### src/design/pcs_pkg.sv
// shared constants and codes for the priority counting semaphore
package pcs_pkg;

   // wait list geometry
   localparam int MAX_WAITERS = 16;
   localparam int PRIO_BITS   = 8;
   localparam int ID_W        = 4;
   localparam int ENTRY_W     = PRIO_BITS + ID_W;
   localparam int IDX_W       = (MAX_WAITERS > 1) ? $clog2(MAX_WAITERS) : 1;
   localparam int CNT_W       = $clog2(MAX_WAITERS + 1);

   // fixed field widths
   localparam int COUNT_W  = 16;
   localparam int KIND_W   = 2;
   localparam int STATUS_W = 3;
   localparam int TOTAL_W  = 5;

   localparam logic [COUNT_W-1:0] COUNT_MAX   = '1;
   localparam logic [COUNT_W-1:0] COUNT_RESET = COUNT_W'(1);
   localparam logic [CNT_W-1:0]   LIST_FULL   = CNT_W'(MAX_WAITERS);

   // request kinds
   localparam logic [KIND_W-1:0] KIND_WAIT    = 2'd0;
   localparam logic [KIND_W-1:0] KIND_TRYWAIT = 2'd1;
   localparam logic [KIND_W-1:0] KIND_POST    = 2'd2;
   localparam logic [KIND_W-1:0] KIND_READ    = 2'd3;

   // result status codes
   localparam logic [STATUS_W-1:0] STAT_TAKEN    = 3'd0;
   localparam logic [STATUS_W-1:0] STAT_QUEUED   = 3'd1;
   localparam logic [STATUS_W-1:0] STAT_TRYFAIL  = 3'd2;
   localparam logic [STATUS_W-1:0] STAT_ABNORMAL = 3'd3;
   localparam logic [STATUS_W-1:0] STAT_WOKE     = 3'd4;
   localparam logic [STATUS_W-1:0] STAT_INCR     = 3'd5;
   localparam logic [STATUS_W-1:0] STAT_READ     = 3'd6;
   localparam logic [STATUS_W-1:0] STAT_FULL     = 3'd7;

   typedef logic [ENTRY_W-1:0] entry_type;

endpackage

### src/design/priority_counting_semaphore_unit.sv
// top level of the priority counting semaphore with its sorted wait list
// take, try fail, abnormal, full, plain post, read and a wait onto an empty list
//   give their registered word in the next cycle after start is taken; busy stays low, a new word may follow
// a wait queued behind others and a waking post both walk the wait list ram one entry a cycle
//   with busy high, and give their word once the walk is done
// reset: synchronous, count loads 1 and the list empties; ram contents stay unknown
// the receiver cannot stall: rsp_strobe marks each result word for one cycle
module priority_counting_semaphore_unit
   import pcs_pkg::*;
(
   input  logic                clock,
   input  logic                reset,
   // request side
   input  logic                start,
   output logic                busy,
   input  logic [KIND_W-1:0]   req_kind,
   input  logic [ID_W-1:0]     req_task_id,
   input  logic [7:0]          req_task_prio,
   input  logic                req_task_suspended,
   // configuration
   input  logic                csr_write_en,
   input  logic [COUNT_W-1:0]  csr_write_data,
   // result side
   output logic                rsp_strobe,
   output logic [STATUS_W-1:0] rsp_status,
   output logic [COUNT_W-1:0]  rsp_count_now,
   output logic                rsp_woken_valid,
   output logic [ID_W-1:0]     rsp_woken_task,
   output logic [TOTAL_W-1:0]  rsp_waiters_now
);

   // sequencer states
   localparam logic [1:0] S_IDLE = 2'd0;  // ready for a request
   localparam logic [1:0] S_INS  = 2'd1;  // walk tail to head, shifting larger prios back
   localparam logic [1:0] S_PUT  = 2'd2;  // new waiter lands at the head
   localparam logic [1:0] S_DEQ  = 2'd3;  // pop head, shift the rest forward

   logic [1:0]           state_ff, state_in;
   logic [COUNT_W-1:0]   count_ff, count_in;
   logic [CNT_W-1:0]     total_ff, total_in;
   logic [IDX_W-1:0]     cur_ff, cur_in;
   entry_type            new_entry_ff, new_entry_in;
   logic [ID_W-1:0]      woken_ff, woken_in;

   logic                 rsp_strobe_ff, rsp_strobe_in;
   logic [STATUS_W-1:0]  rsp_status_ff, rsp_status_in;
   logic [COUNT_W-1:0]   rsp_count_ff, rsp_count_in;
   logic                 rsp_wvalid_ff, rsp_wvalid_in;
   logic [ID_W-1:0]      rsp_wtask_ff, rsp_wtask_in;
   logic [TOTAL_W-1:0]   rsp_total_ff, rsp_total_in;

   // wait list ram port signals
   logic                 ram_wr_en;
   logic [IDX_W-1:0]     ram_wr_addr;
   entry_type            ram_wr_data;
   logic [IDX_W-1:0]     ram_rd_addr;
   entry_type            ram_rd_data;

   logic [PRIO_BITS-1:0] req_prio;
   logic                 accept;
   logic                 shift_back;
   logic [CNT_W-1:0]     cur_next_wide;

   assign busy     = (state_ff != S_IDLE);
   assign accept   = start && !busy;
   // all priority bits take part: PRIO_BITS matches the port width
   assign req_prio = PRIO_BITS'(req_task_prio);

   // the one shared compare: does the entry on the read port sort after the new waiter
   assign shift_back = (ram_rd_data[ENTRY_W-1:ID_W] > new_entry_ff[ENTRY_W-1:ID_W]);

   // next index in the forward walk, wide enough to reach the list total
   assign cur_next_wide = CNT_W'(cur_ff) + CNT_W'(1);

   pcs_ram #(
      .WIDTH (ENTRY_W),
      .DEPTH (MAX_WAITERS)
   ) u_list_ram (
      .clock   (clock),
      .wr_en   (ram_wr_en),
      .wr_addr (ram_wr_addr),
      .wr_data (ram_wr_data),
      .rd_addr (ram_rd_addr),
      .rd_data (ram_rd_data)
   );

   always_comb begin
      state_in      = state_ff;
      count_in      = count_ff;
      total_in      = total_ff;
      cur_in        = cur_ff;
      new_entry_in  = new_entry_ff;
      woken_in      = woken_ff;

      rsp_strobe_in = 1'b0;
      rsp_status_in = rsp_status_ff;
      rsp_count_in  = rsp_count_ff;
      rsp_wvalid_in = 1'b0;
      rsp_wtask_in  = '0;
      rsp_total_in  = rsp_total_ff;

      ram_wr_en     = 1'b0;
      ram_wr_addr   = cur_ff;
      ram_wr_data   = ram_rd_data;
      ram_rd_addr   = cur_ff;

      case (state_ff)
         S_IDLE: begin
            if (accept) begin
               rsp_strobe_in = 1'b1;
               case (req_kind)
                  KIND_WAIT: begin
                     if (count_ff != '0) begin
                        count_in      = count_ff - COUNT_W'(1);
                        rsp_status_in = STAT_TAKEN;
                     end else if (req_task_suspended) begin
                        rsp_status_in = STAT_ABNORMAL;
                     end else if (total_ff >= LIST_FULL) begin
                        rsp_status_in = STAT_FULL;
                     end else if (total_ff == '0) begin
                        // empty list: the new waiter goes straight to the head
                        ram_wr_en     = 1'b1;
                        ram_wr_addr   = '0;
                        ram_wr_data   = {req_prio, req_task_id};
                        total_in      = CNT_W'(1);
                        rsp_status_in = STAT_QUEUED;
                     end else begin
                        // start the backward walk at the tail
                        rsp_strobe_in = 1'b0;
                        new_entry_in  = {req_prio, req_task_id};
                        cur_in        = IDX_W'(total_ff - CNT_W'(1));
                        ram_rd_addr   = IDX_W'(total_ff - CNT_W'(1));
                        state_in      = S_INS;
                     end
                  end
                  KIND_TRYWAIT: begin
                     if (count_ff != '0) begin
                        count_in      = count_ff - COUNT_W'(1);
                        rsp_status_in = STAT_TAKEN;
                     end else begin
                        rsp_status_in = STAT_TRYFAIL;
                     end
                  end
                  KIND_POST: begin
                     if (count_ff == '0 && total_ff != '0) begin
                        // fetch the head, the result follows the shift
                        rsp_strobe_in = 1'b0;
                        cur_in        = '0;
                        ram_rd_addr   = '0;
                        state_in      = S_DEQ;
                     end else begin
                        if (count_ff != COUNT_MAX) begin
                           count_in = count_ff + COUNT_W'(1);
                        end
                        rsp_status_in = STAT_INCR;
                     end
                  end
                  default: begin
                     rsp_status_in = STAT_READ;
                  end
               endcase
               rsp_count_in = count_in;
               rsp_total_in = TOTAL_W'(total_in);
            end
         end

         S_INS: begin
            if (shift_back) begin
               // move this entry one slot back
               ram_wr_en   = 1'b1;
               ram_wr_addr = cur_ff + IDX_W'(1);
               ram_wr_data = ram_rd_data;
               if (cur_ff == '0) begin
                  state_in = S_PUT;
               end else begin
                  cur_in      = cur_ff - IDX_W'(1);
                  ram_rd_addr = cur_ff - IDX_W'(1);
               end
            end else begin
               // equal or smaller prio stays ahead: fifo among equals
               ram_wr_en     = 1'b1;
               ram_wr_addr   = cur_ff + IDX_W'(1);
               ram_wr_data   = new_entry_ff;
               total_in      = total_ff + CNT_W'(1);
               rsp_strobe_in = 1'b1;
               rsp_status_in = STAT_QUEUED;
               rsp_count_in  = count_ff;
               rsp_total_in  = TOTAL_W'(total_in);
               state_in      = S_IDLE;
            end
         end

         S_PUT: begin
            ram_wr_en     = 1'b1;
            ram_wr_addr   = '0;
            ram_wr_data   = new_entry_ff;
            total_in      = total_ff + CNT_W'(1);
            rsp_strobe_in = 1'b1;
            rsp_status_in = STAT_QUEUED;
            rsp_count_in  = count_ff;
            rsp_total_in  = TOTAL_W'(total_in);
            state_in      = S_IDLE;
         end

         S_DEQ: begin
            if (cur_ff == '0) begin
               woken_in = ram_rd_data[ID_W-1:0];
            end else begin
               // shift this entry one slot forward
               ram_wr_en   = 1'b1;
               ram_wr_addr = cur_ff - IDX_W'(1);
               ram_wr_data = ram_rd_data;
            end
            if (cur_next_wide < total_ff) begin
               cur_in      = cur_ff + IDX_W'(1);
               ram_rd_addr = cur_ff + IDX_W'(1);
            end else begin
               total_in      = total_ff - CNT_W'(1);
               rsp_strobe_in = 1'b1;
               rsp_status_in = STAT_WOKE;
               rsp_count_in  = count_ff;
               rsp_wvalid_in = 1'b1;
               rsp_wtask_in  = (cur_ff == '0) ? ram_rd_data[ID_W-1:0] : woken_ff;
               rsp_total_in  = TOTAL_W'(total_in);
               state_in      = S_IDLE;
            end
         end

         default: begin
            state_in = S_IDLE;
         end
      endcase

      // init write reloads the count and drops the list
      if (csr_write_en) begin
         count_in = csr_write_data;
         total_in = '0;
      end
   end

   always_ff @(posedge clock) begin
      if (reset) begin
         state_ff      <= S_IDLE;
         count_ff      <= COUNT_RESET;
         total_ff      <= '0;
         rsp_strobe_ff <= 1'b0;
      end else begin
         state_ff      <= state_in;
         count_ff      <= count_in;
         total_ff      <= total_in;
         rsp_strobe_ff <= rsp_strobe_in;
      end
   end

   // payload and walk registers
   always_ff @(posedge clock) begin
      cur_ff        <= cur_in;
      new_entry_ff  <= new_entry_in;
      woken_ff      <= woken_in;
      rsp_status_ff <= rsp_status_in;
      rsp_count_ff  <= rsp_count_in;
      rsp_wvalid_ff <= rsp_wvalid_in;
      rsp_wtask_ff  <= rsp_wtask_in;
      rsp_total_ff  <= rsp_total_in;
   end

   assign rsp_strobe      = rsp_strobe_ff;
   assign rsp_status      = rsp_status_ff;
   assign rsp_count_now   = rsp_count_ff;
   assign rsp_woken_valid = rsp_wvalid_ff;
   assign rsp_woken_task  = rsp_wtask_ff;
   assign rsp_waiters_now = rsp_total_ff;

endmodule

### src/design/pcs_ram.sv
// generic single write, single read ram with registered read data
module pcs_ram #(
   parameter int WIDTH = 8,
   parameter int DEPTH = 16
) (
   input  logic                                      clock,
   input  logic                                      wr_en,
   input  logic [((DEPTH > 1) ? $clog2(DEPTH) : 1)-1:0] wr_addr,
   input  logic [WIDTH-1:0]                          wr_data,
   input  logic [((DEPTH > 1) ? $clog2(DEPTH) : 1)-1:0] rd_addr,
   output logic [WIDTH-1:0]                          rd_data
);

   logic [WIDTH-1:0] mem_ff [DEPTH];
   logic [WIDTH-1:0] rd_data_ff;

   always_ff @(posedge clock) begin
      if (wr_en) begin
         mem_ff[wr_addr] <= wr_data;
      end
      rd_data_ff <= mem_ff[rd_addr];
   end

   assign rd_data = rd_data_ff;

endmodule

### config.mk
export PLATFORM = sky130hd
export DESIGN_NAME = priority_counting_semaphore_unit
export DESIGN_NICKNAME = d
export VERILOG_FILES = /design/src/design/pcs_pkg.sv /design/src/design/priority_counting_semaphore_unit.sv /design/src/design/pcs_ram.sv
export SDC_FILE = /design/constraint.sdc
export NUM_CORES = 1
export LEC_CHECK = 0
export BUFFER_PORTS_ARGS = -buffer_cell sky130_fd_sc_hd__buf_2
export CAP_MARGIN = 10
export CORE_MARGIN = 3
export CORE_UTILIZATION = 55
export CTS_CLUSTER_SIZE = 28
export DETAILED_ROUTE_END_ITERATION = 6
export GPL_ROUTABILITY_DRIVEN = 0
export HOLD_SLACK_MARGIN = 0.15
export PLACE_DENSITY = 0.83
export SYNTH_ARGS = -nofsm -noshare
export SYNTH_HDL_FRONTEND = slang
export SYNTH_SLANG_ARGS = --single-unit
### constraint.sdc
create_clock -name clock -period 4.8 [get_ports clock]
set_input_delay 0.48 -clock clock [delete_from_list [all_inputs] [get_ports clock]]
set_output_delay 0.48 -clock clock [all_outputs]
set_load 0.05 [all_outputs]
# After elaboration in Yosys (flattened, before gate mapping)
# Memories as Yosys holds them, arrays and structs flattened. A register that Yosys moved wholly into a read port is not among the register bits.
# Cells that the tools add are included.
# totals
register_bits	73
mem_count	1
ram_bits	192
elab_cells	155
output_inout_bits	31
in_bits	35
# mem_list
name	depth	word_bits	rd	rd_clocked_by_memory_dff	write_ports	line_no	text
u_list_ram.mem_ff	16	12	1	1	1	pcs_ram.sv:14	logic [WIDTH-1:0] mem_ff [DEPTH];
# op_classes
bitwise	5
order_cmp	3
muxes	87
eq_ne	18
n_reduce_logical	22
n_addsub	7
# ops
op	n
16-bit two-way mux	8
12-bit two-way mux	7
4-bit two-way mux	16
16-bit case mux with 4 select lines	1
12-bit case mux with 4 select lines	1
5-bit two-way mux	8
16-bit case mux with 2 select lines	1
3-bit two-way mux	8
3-bit != test (second input constant)	7
2-bit two-way mux	10
5-bit case mux with 4 select lines	1
16-bit by 1-bit adder with 16-bit output (second input constant)	1
16-bit zero test	1
1-bit two-way mux	16
16-bit != test (second input constant)	1
4-bit case mux with 4 select lines	1
16-bit nonzero test	1
16-bit by 1-bit subtractor with 16-bit output (second input constant)	1
3-bit case mux with 4 select lines	1
4-bit case mux with 3 select lines	1
3-bit case mux with 3 select lines	1
9-bit AND reduction	1
8-bit > comparator	1
2-bit case mux with 4 select lines	1
other kinds (30)	46

# Logic depth before layout (Yosys ltp)
# logic_depth
word_depth	10
ltp_mapped	18

# Hierarchy
# From an unflattened synthesis, not the netlist that was laid out.
# unflattened
cells_unflattened	939
hier_area_um2	12758.5
# modules_own_cells
mod	area_per_inst_um2	cells_per_inst	seq_area_each_um2	n_inst
pcs_ram	7599.8	329	6005.8	1
priority_counting_semaphore_unit	5158.7	610	1861.8	1

# Least setup slack after synthesis
# OpenSTA, ideal clock, no wires.
# synth_timing
path_type	register to register
startpoint	register cur_ff[0]
endpoint	register u_list_ram.rd_data_ff[3], in the netlist u_list_ram.rd_data[3], read port of u_list_ram.mem_ff
synth_period_minus_slack_ps	4171
t_arrival_ps	4028
stages_incl_launch_ff	19
setup_slack_ps	629
cell_sequence	dfxtp_1 -> clkbuf_1 -> clkinv_1 -> clkbuf_1 -> clkbuf_1 -> ha_1 -> ha_1 -> and2_1 -> a2111oi_0 -> nor2_1 -> nor3b_1 -> a2111oi_0 -> and2_1 -> buf_6 -> inv_12 -> buf_2 -> a211oi_1 -> nor4_2 -> o221ai_2
# synth_between
elab_chain_len	7
# synth_lines
element	line_no	text
start, declared	priority_counting_semaphore_unit.sv:41	logic [IDX_W-1:0] cur_ff, cur_in;
start signal, assigned	priority_counting_semaphore_unit.sv:257	cur_ff <= cur_in;
parallel branches: the longest is 6 deep, another holds 4-bit by 1-bit adder with 5-bit output	--	
4-bit case mux with 3 select lines (*)	priority_counting_semaphore_unit.sv:107	case (state_ff)
end, declared	pcs_ram.sv:15	logic [WIDTH-1:0] rd_data_ff;
# Every way passes the cells marked *.
# A chain may end at the register's enable or synchronous reset.

# Final worst setup path
# layout_timing
startpoint	register cur_ff[0]
endpoint	register u_list_ram.rd_data_ff[6], in the netlist u_list_ram.rd_data[6], read port of u_list_ram.mem_ff
# The elaborated chain is that of the path after synthesis.

==> impl_metrics.json <==
{
  "antenna_found_initial": 0,
  "nets": 1253,
  "multi_input_area_sq_mm": 0.00531,
  "synthMuxAreaShare_pct": 6.45,
  "ys_types": 77,
  "cts_setup_buffers": 0,
  "arrival_ns": 4.66,
  "fp-row-count": 57,
  "yosys_warnings": 0,
  "crit_buf_inv": 2,
  "power_switching_share_pct": 36.6,
  "drtIter0Drc": 1229,
  "syn_area_sq_mm": 0.0138,
  "slew_viol_final": 0,
  "clock_latency_ns": 0.55,
  "cts_hold_buf": 11,
  "vias": 10200,
  "first_pass_iters": 6,
  "yosys.area_share.simple_pct": 10.4,
  "grt_usage_pct": 25.5,
  "vias_per_cell": 6.63,
  "rsz0062_at_grt": "false",
  "fillCellCount": 1773,
  "run_status": "finished clean",
  "p_clk_share_pct": 26.1,
  "grt_max_degree": 74,
  "pwr-share-seq_pct": 38.9,
  "timing.max_cap.violations": 0,
  "hold_viol_final": 0,
  "synth_compound_area_share_pct": 17.8,
  "initial_core_util_pct": 56.3,
  "crit_fanout": 73,
  "worstSetupPathType": "register to register",
  "period_share_pct": 88.8,
  "core_area_sq_mm": 0.0245,
  "max_freq_mhz": 235,
  "critPathCaptureType": "register",
  "synth_edf_count": 232,
  "cts_tree": "built",
  "leakage_nw": 5.10,
  "cts_made_buffers": 28,
  "cts-root-buf": "clkbuf_16",
  "grt_pass1_wl_um": 54100,
  "p_sw_w": 0.00304,
  "clk_pin_slew_worst_paths_ns": 0.06,
  "drt-total-wl_um": 34500,
  "ir_worst_vdd_mv": 0.352,
  "portBuffers": 65,
  "grt_pass1_vias": 9734,
  "tightest_slew_ns": 1.18,
  "syn_to_final_growth_pct": 12.3,
  "async_flop_share_pct": 0,
  "p_int_w": 0.00527,
  "fin_skew_ns": 0.00783,
  "fp.dieH_um": 164,
  "syn-num-nets": 1193,
  "slew_headroom_pct": 21.0,
  "die_x_um": 164,
  "ctsResizeCount": 0,
  "io_pins": 66,
  "htreeDepth": 1,
  "place_hpwl_um": 21700,
  "wl_per_cell_um": 22.4,
  "ys_seq_area_share_pct": 57.1,
  "min_period_ns": 4.26,
  "insertedDiodeCount": 0,
  "syn_inst": 1133,
  "synthFlopType": "edfxtp_1",
  "path_delay_family": "simple AND/OR/NAND/NOR gates",
  "cp_slowest_cell": "a2111oi_0",
  "setup-violations-final": 0,
  "seqCellArea_sq_mm": 0.00787,
  "p_per_area_mw_per_mm2": 538,
  "combPwrFrac_pct": 35.0,
  "crit_chain": "buf_4, ha_1, xor2_1, ha_1, and2_1, a2111oi_0, nor2_1, nor3b_1, a2111oi_0, and2_1, inv_12, a211oi_1, nor4_2, o221ai_2",
  "setup_tns_ns": 0,
  "synthAdderAreaFrac_pct": 2.27,
  "synth_xor_xnor_area_share_pct": 1.46,
  "dieArea_sq_mm": 0.0270,
  "ys_ff_latch": 277,
  "overflow": 0,
  "crit_required_ns": 5.20,
  "avgSynthCellArea_sq_um": 12.2,
  "slowest_delay_ns": 0.63,
  "drive_above_1_share_pct": 18.8,
  "drc": 0,
  "clockBufferDepth": 3,
  "ant_nets": 0,
  "reg2reg_slack_ns": 0.54,
  "final_core_util_pct": 63.2,
  "cts.sinks": 277,
  "start_kind": "register",
  "synth_top_family_by_area": "compound AO/OA/AOI/OAI gates",
  "hold_path.class": "primary input to register"
}
## worst min-delay path, stage by stage
cell and delay [ns]:
buf_2 0.07, mux2i_1 0.05, nor2_1 0.07
## cell families (layout without fill, tap and decap cells)
family	after synthesis	count (layout)
and+or+nand+nor	275	275
AOI/OAI and AO/OA	322	322
DFF	277	277
adders and majority gates	25	25
buffers and inverters	126	208
muxes	85	85
xor gates and xnor gates	23	23
## cell usage after synthesis (7+ instances only)
master | n | area share [%]
a211oi_1 | 57 | 3.1
a21oi_1 | 34 | 1.2
a221oi_1 | 15 | 0.95
a31oi_1 | 17 | 0.77
and2_1 | 11 | 0.50
buf_2 | 18 | 0.65
clkbuf_1 | 63 | 1.7
dfxtp_1 | 45 | 6.5
edfxtp_1 | 232 | 51
ha_1 | 25 | 2.3
inv_1 | 28 | 0.76
mux2_2 | 30 | 2.5
mux2i_1 | 55 | 4.0
nand2_1 | 99 | 2.7
nand3_1 | 19 | 0.69
nand4_1 | 12 | 0.55
nor2_1 | 59 | 1.6
nor3_1 | 19 | 0.69
nor4_2 | 10 | 0.91
o211ai_1 | 51 | 2.8
o21ai_0 | 29 | 1.1
o221ai_2 | 9 | 0.98
o311ai_0 | 38 | 2.4
o311ai_1 | 10 | 0.64
o31ai_1 | 8 | 0.44
or3_1 | 7 | 0.32
xnor2_1 | 19 | 1.2
## through the flow
step	power (W)	std cells	hold slack [ns]	cell area (sq um)	setup slack (ns)
after floorplan	0.00532	1133	0.504	13800	0.629
after global placement	0.00604	1476	0.521	14400	0.784
after detailed placement	0.00612	1476	0.529	14400	0.669
after CTS	0.00829	1539	0.154	15500	0.648
after global routing	0.00869	1539	0.154	15500	0.245
final	0.00832	1539	0.168	15500	0.538
## cell usage in the layout (no fill, tap or decap), types with 7 or more instances in the layout
cell type and count:
a211oi_1 57, a21oi_1 34, a221oi_1 15, a31oi_1 17, and2_1 11, buf_2 65
buf_4 49, clkbuf_16 28, clkinv_2 7, dfxtp_1 45, dlygate4sd3_1 11, edfxtp_1 232
ha_1 24, inv_1 28, mux2_2 30, mux2i_1 55, nand2_1 99, nand3_1 19
nand4_1 12, nor2_1 59, nor3_1 18, nor4_2 9, o211ai_1 51, o21ai_0 29
o221ai_2 9, o311ai_0 38, o311ai_1 10, o31ai_1 8, or3_1 7, xnor2_1 19
## final cells by class
| type | instances | area share [%] |
|---|---|---|
| clock buffer | 34 | 4.94 |
| sequential | 277 | 50.9 |
| clock inverter | 18 | 1.14 |
| inverter | 31 | 0.834 |
| timing repair buffer | 125 | 5.20 |
| multi-input combinational | 730 | 34.4 |
| tap | 324 | 2.62 |
## path summary, 6_finish.rpt
check | from | end | depth (start not counted)
hold reg to reg | woken_ff[3] | woken_ff[3] | 2
hold / removal | csr_write_data[5] | count_ff[5] | 3
setup / recovery | cur_ff[0] | u_list_ram.rd_data[6] | 14
setup reg to reg | cur_ff[0] | u_list_ram.rd_data[6] | 14
## power groups by stage
stage               combinational (W)  clock, W  sequential (W)
floorplan                     0.00191         0         0.00341
global placement              0.00277         0         0.00327
detailed placement            0.00285         0         0.00328
CTS                           0.00287   0.00219         0.00322
global route                  0.00315   0.00229         0.00324
finish                        0.00291   0.00217         0.00323
## flip-flops by register name, summed over array words and instances, names as in the netlist, 2 cells and up
name                count
total_ff                5
rsp_woken_task          4
state_ff                2
rsp_status              3
woken_ff                4
rsp_waiters_now         5
u_list_ram.rd_data     12
new_entry_ff           12
count_ff               16
rsp_count_now          16
cur_ff                  4
u_list_ram.mem_ff     192
## per-layer routing
layer  GRT usage, %  vias up  wire length, um
met4           8.69        0             1130
met2           40.1      602            16000
met1           35.3     4909            14000
li1               -     4592                -
met5              0        -                0
met3           5.52      100             3330
Note: power is estimated with default switching activity, not from simulation.
